$ cat config.mk
export PLATFORM = sky130hd
export DESIGN_NAME = slrc_div
export DESIGN_NICKNAME = d
export VERILOG_FILES = /design/src/design/slrc_pkg.sv /design/src/design/slrc_div.sv
export SDC_FILE = /design/constraint.sdc
export NUM_CORES = 1
export LEC_CHECK = 0
export BUFFER_PORTS_ARGS = -buffer_cell sky130_fd_sc_hd__buf_2
export CORE_UTILIZATION = 45
export DETAILED_ROUTE_END_ITERATION = 7
export PLACE_DENSITY = 0.68
export RECOVER_POWER = 25
export SLEW_MARGIN = 40
export SYNTH_ARGS = -nofsm -noshare
export SYNTH_HDL_FRONTEND = slang
export SYNTH_SLANG_ARGS = --single-unit
$ cat constraint.sdc
create_clock -name clock -period 3 [get_ports clock]
set_input_delay 0 -clock clock [delete_from_list [all_inputs] [get_ports clock]]
set_output_delay 0 -clock clock [all_outputs]
set_load 0.01 [all_outputs]
$ cat src/design/slrc_pkg.sv
package slrc_pkg;

   localparam int HISTORY_DEPTH_DEF = 2048;

   localparam int PRICE_W     = 32;
   localparam int TICK_W      = 16;
   localparam int WIN_W       = 11;
   localparam int SPREAD_W    = 24;
   localparam int COEF_W      = 32;
   localparam int SPREAD_FRAC = 8;
   localparam int COEF_FRAC   = 16;
   localparam int CSR_IDX_W   = 1;
   localparam int CSR_DATA_W  = 16;

   localparam logic [TICK_W-1:0] TICK_SIZE_RST     = TICK_W'(1);
   localparam logic [WIN_W-1:0]  WINDOW_LENGTH_RST = WIN_W'(120);

   // window sums and the wide numerator / denominator
   localparam int SUM_W  = SPREAD_W + WIN_W;
   localparam int SQ_W   = 2 * SPREAD_W;
   localparam int SSUM_W = SQ_W + WIN_W;
   localparam int WIDE_W = SSUM_W + WIN_W + 2;
   localparam int MCNT_W = $clog2(SUM_W + 1);

   localparam int DIV_NW = WIDE_W + COEF_FRAC;
   localparam int DIV_DW = WIDE_W;
   localparam int DCNT_W = $clog2(DIV_NW + 1);

   localparam logic [DIV_NW-1:0] SPREAD_POS_LIM =
      DIV_NW'((64'd1 << (SPREAD_W - 1)) - 64'd1);
   localparam logic [DIV_NW-1:0] SPREAD_NEG_LIM = DIV_NW'(64'd1 << (SPREAD_W - 1));
   localparam logic [DIV_NW-1:0] COEF_POS_LIM =
      DIV_NW'((64'd1 << (COEF_W - 1)) - 64'd1);
   localparam logic [DIV_NW-1:0] COEF_NEG_LIM = DIV_NW'(64'd1 << (COEF_W - 1));

   typedef enum logic [CSR_IDX_W-1:0] {
      REG_TICK_SIZE     = 1'b0,
      REG_WINDOW_LENGTH = 1'b1
   } csr_reg_type;

   typedef enum logic [1:0] {
      MOP_M_SXY = 2'd0,
      MOP_SX_SY = 2'd1,
      MOP_M_SXX = 2'd2,
      MOP_SX_SX = 2'd3
   } mop_type;

   typedef enum logic [10:0] {
      S_IDLE   = 11'b000_0000_0001,
      S_SPREAD = 11'b000_0000_0010,
      S_SWAIT  = 11'b000_0000_0100,
      S_STORE  = 11'b000_0000_1000,
      S_WALK   = 11'b000_0001_0000,
      S_MLOAD  = 11'b000_0010_0000,
      S_MRUN   = 11'b000_0100_0000,
      S_MDONE  = 11'b000_1000_0000,
      S_DLOAD  = 11'b001_0000_0000,
      S_DWAIT  = 11'b010_0000_0000,
      S_OUT    = 11'b100_0000_0000
   } state_type;

   typedef struct packed {
      logic              start;
      logic [DIV_NW-1:0] dividend;
      logic [DIV_DW-1:0] divisor;
   } div_req_type;

   typedef struct packed {
      logic              done;
      logic [DIV_NW-1:0] quotient;
   } div_rsp_type;

endpackage

$ cat src/design/slrc_div.sv
module slrc_div import slrc_pkg::*; (
   input  logic        clock,
   input  logic        reset,
   input  div_req_type req,
   output div_rsp_type rsp
);
   logic              busy_ff, busy_in;
   logic              done_ff, done_in;
   logic [DCNT_W-1:0] cnt_ff, cnt_in;
   logic [DIV_DW-1:0] rem_ff, rem_in;
   logic [DIV_NW-1:0] quo_ff, quo_in;
   logic [DIV_DW-1:0] dsr_ff, dsr_in;
   logic [DIV_DW:0]   shifted;
   logic [DIV_DW+1:0] trial;

   // restoring divide, one quotient bit per cycle; dividend bits leave the top
   // of quo_ff while quotient bits enter at the bottom
   always_comb begin
      busy_in = busy_ff;
      done_in = 1'b0;
      cnt_in  = cnt_ff;
      rem_in  = rem_ff;
      quo_in  = quo_ff;
      dsr_in  = dsr_ff;
      shifted = {rem_ff, quo_ff[DIV_NW-1]};
      trial   = {1'b0, shifted} - {2'b00, dsr_ff};
      if (req.start) begin
         busy_in = 1'b1;
         cnt_in  = DCNT_W'(DIV_NW);
         rem_in  = '0;
         quo_in  = req.dividend;
         dsr_in  = req.divisor;
      end else if (busy_ff) begin
         cnt_in = cnt_ff - DCNT_W'(1);
         if (!trial[DIV_DW+1]) begin
            rem_in = trial[DIV_DW-1:0];
            quo_in = {quo_ff[DIV_NW-2:0], 1'b1};
         end else begin
            rem_in = shifted[DIV_DW-1:0];
            quo_in = {quo_ff[DIV_NW-2:0], 1'b0};
         end
         if (cnt_ff == DCNT_W'(1)) begin
            busy_in = 1'b0;
            done_in = 1'b1;
         end
      end
   end

   always_ff @(posedge clock) begin
      if (reset) begin
         busy_ff <= 1'b0;
         done_ff <= 1'b0;
         cnt_ff  <= '0;
      end else begin
         busy_ff <= busy_in;
         done_ff <= done_in;
         cnt_ff  <= cnt_in;
      end
      rem_ff <= rem_in;
      quo_ff <= quo_in;
      dsr_ff <= dsr_in;
   end

   assign rsp.done     = done_ff;
   assign rsp.quotient = quo_ff;
endmodule

==> results.py <==
metrics = {
    "global_routing": {
        "grt-ovfl-total": 0,
        "grt_max_degree": 84,
        "antenna_found_initial": 1,
        "grt_pass1_wl_um": 70300,
        "grt_pass1_vias": 13700,
        "track_usage_pct": 27.5,
    },
    "layout": {
        "areaGrowthSynthToFinish_pct": 50.1,
        "fin_nets": 2264,
        "drive_gt1_share_pct": 38.4,
        "design_area_mm2": 0.0212,
    },
    "drt": {
        "first_iter_violations": 957,
        "first_pass_iters": 7,
        "routed_wl_um": 45200,
        "vias_per_cell": 5.56,
        "routedWlPerCell_um": 18.5,
        "drc": 9,
        "vias": 13600,
        "antenna_left": 0,
    },
    "min_path": {
        "hold_class": "input pin to register",
    },
    "sta": {
        "whs_ps": 141,
        "setup_viol": 20,
        "layout_setup_ws_ps": -72.9,
        "maxSlewViolCount": 0,
        "finalHoldViolCount": 0,
        "max_freq_mhz": 325,
        "finClkSkew_ps": 36.1,
        "fin_crit_sh_pct": 102,
        "tightest_slew_ps": 601,
        "grt_setup_unrepaired": "yes",
        "min_period_ps": 3070,
        "slew_headroom_pct": 59.9,
    },
    "clock_network": {
        "cts_inserted_buffers": 28,
        "cts_tree": "done",
        "clock_path_buffers": 3,
        "htree_num_levels": 1,
        "clock_latency_ps": 570,
        "cts_sinks": 241,
        "clkSlewWorstSetupHoldPaths_ps": 60,
        "ctsRootBufferMaster": "clkbuf_16",
    },
    "yosys": {
        "yosysMostFrequentCell": "nand2_1",
        "async_flop_share_pct": 0,
        "synth_fa_ha_area_share_pct": 6.70,
        "synth_top_family_by_area": "compound AO/OA/AOI/OAI gates",
        "synthesis.nets": 1693,
        "synth_mux_area_share_pct": 7.30,
        "synth_common_cells": "nand2_1, edfxtp_1, nor2_1",
        "synthTopCellsByArea": "edfxtp_1, dfxtp_1, mux2_2",
        "synth_edf_count": 160,
        "seq_area_frac_synth_pct": 45.5,
        "netlist.area_leader.share_pct": 34.0,
        "synth-simple-area-share_pct": 14.1,
        "netlist_area_mm2": 0.0141,
        "avgSynthCellArea_um2": 9.70,
        "ys_warn_count": 0,
        "synthCells": 1455,
        "synth_xor_area_share_pct": 4.10,
        "synth_compound_area_share_pct": 17.4,
        "synthFlopType": "edfxtp_1",
        "ys_types": 70,
        "yosysTopAreaCell": "edfxtp_1",
        "synth_seq_cells": 241,
    },
    "power_and_ir_drop": {
        "p_leak_nw": 8.91,
        "ir_drop_mv": 0.490,
        "power_density_mw_per_mm2": 550,
    },
    "critical_path": {
        "worstPathRequired_ps": 3330,
        "crit_chain": "inv_2 -> ha_1 -> buf_4 -> a21o_1 -> a31oi_4 -> o211ai_1 -> a21oi_2 -> o31ai_4 -> a21oi_2 -> buf_4 -> o21ai_4 -> buf_12 -> buf_12 -> buf_16 -> mux2_2",
        "timing.critical_path.buf_inv": 6,
        "start_kind": "register",
        "path_delay_family": "compound AO/OA/AOI/OAI gates",
        "crit_fanout": 8,
        "worstSetupEndpointType": "register",
        "cp_slowest_cell": "edfxtp_1",
        "criticalPathCategory": "register to register",
        "critical_path_arrival_ps": 3400,
        "cp_slowest_stage_delay_ps": 380,
    },
    "floorplan": {
        "io_pins": 252,
        "start_util_pct": 45.9,
        "core_area_mm2": 0.0307,
        "die_y_um": 179,
        "die_x_um": 179,
        "row_count": 64,
        "die_area_mm2": 0.0321,
    },
    "outcome": {
        "status": "complete, but fails checks",
        "failed_checks": "DRC, setup timing",
    },
    "placement": {
        "port_buffers": 251,
        "hpwl_um": 29400,
        "postPlaceCellArea_mm2": 0.0170,
        "place_congestion": 0.916,
    },
    "flow_run": {
        "max_cap_viol_count": 0,
    },
}
[layout make-up]
type	count	area [um2]
timing repair buffer	622	4780
tap	396	495
inverter	92	345
sequential	241	6430
multi-input combinational	1041	8130
antenna	1	2.50
clock buffer	33	739
clock inverter	19	255
fill	2300	9570
[metal layers]
layer	vias to the layer above	track usage [%]	wire (um)
met5	-	0	0
met4	0	12.7	2150
met3	108	3.94	2470
li1	6472	-	-
met2	517	48.3	22500
met1	6502	33.1	18100
[power breakdown]
| group | internal (mW) | total (mW) | switching (mW) |
|---|---|---|---|
| Sequential | 3.90 | 4.11 | 0.210 |
| Clock | 2.20 | 3.67 | 1.46 |
| Combinational | 1.85 | 3.87 | 2.02 |
| Total | 7.95 | 11.7 | 3.70 |
[kinds of logic (layout without fill, tap and decap cells)]
family | after synthesis | count (layout)
AND/OR/NAND/NOR | 448 | 448
XOR/XNOR | 66 | 66
multiplexers | 92 | 92
adder cells (fa/ha/maj) | 75 | 75
other | 0 | 1
AO/OA/AOI/OAI | 360 | 360
flip-flops | 241 | 241
buffers and inverters | 173 | 766
[per-stage QoR]
stage / instances / util (%) / power [mW] / setup TNS [ps] / setup slack (ps)
floorplan: 1455 / - / 5.90 / 0 / 52.2
global placement: 2198 / 55.3 / 7.10 / -2120 / -174
detailed placement: 2198 / 55.3 / 7.15 / -8700 / -232
CTS: 2437 / 66.6 / 11.4 / -653 / -78.7
global route: 2445 / 68.9 / 12.2 / -7850 / -199
finish: 2445 / 68.9 / 11.7 / -499 / -72.9
[flip-flops by register name (all words and copies together) (netlist names)]
| register | cells |
|---|---|
| quo_ff | 88 |
| dsr_ff | 72 |
| rem_ff | 72 |
| cnt_ff | 7 |
| busy_ff | 1 |
| done_ff | 1 |
[placed cells by master (no fill, tap or decap), drive strengths merged, types with 6 or more instances in the layout]
cell,count
buf,456
nand2,198
dlygate4sd3,163
edfxtp,160
nor2,123
a21oi,115
inv,93
mux2,88
dfxtp,81
ha,74
a311oi,63
o21ai,55
xnor2,38
clkbuf,36
a21o,30
xor2,28
nor3,27
nand4,22
o21bai,18
nand3,12
nand2b,12
clkinv,12
a31oi,11
nor2b,10
a211oi,10
o31ai,8
and3,7
nor4,7
o211ai,6
o311ai,6
[final timing paths]
kind / start / to / slack (ps) / cells after the start
max: dsr_ff[34]$_DFFE_PP_ / quo_ff[0]$_DFFE_PP_ / -70 / 15
min reg2reg: rem_ff[20]$_SDFFE_PP0P_ / rem_ff[21]$_SDFFE_PP0P_ / 480 / 2
min: req[9] / dsr_ff[9]$_DFFE_PP_ / 140 / 2
max reg2reg: dsr_ff[34]$_DFFE_PP_ / quo_ff[0]$_DFFE_PP_ / -70 / 15
[repair_timing]
| action | in CTS | in global routing |
|---|---|---|
| buffers inserted | 19 | 9 |
| endpoints found under the setup margin | 73 | 73 |
| hold buffers | 164 | 0 |
| pin swaps | 61 | 72 |
| endpoints found under the hold margin | 195 | 0 |
| gates cloned | 4 | 0 |
| gates resized for setup | 104 | 146 |
Note: power is estimated with default switching activity, not from simulation.
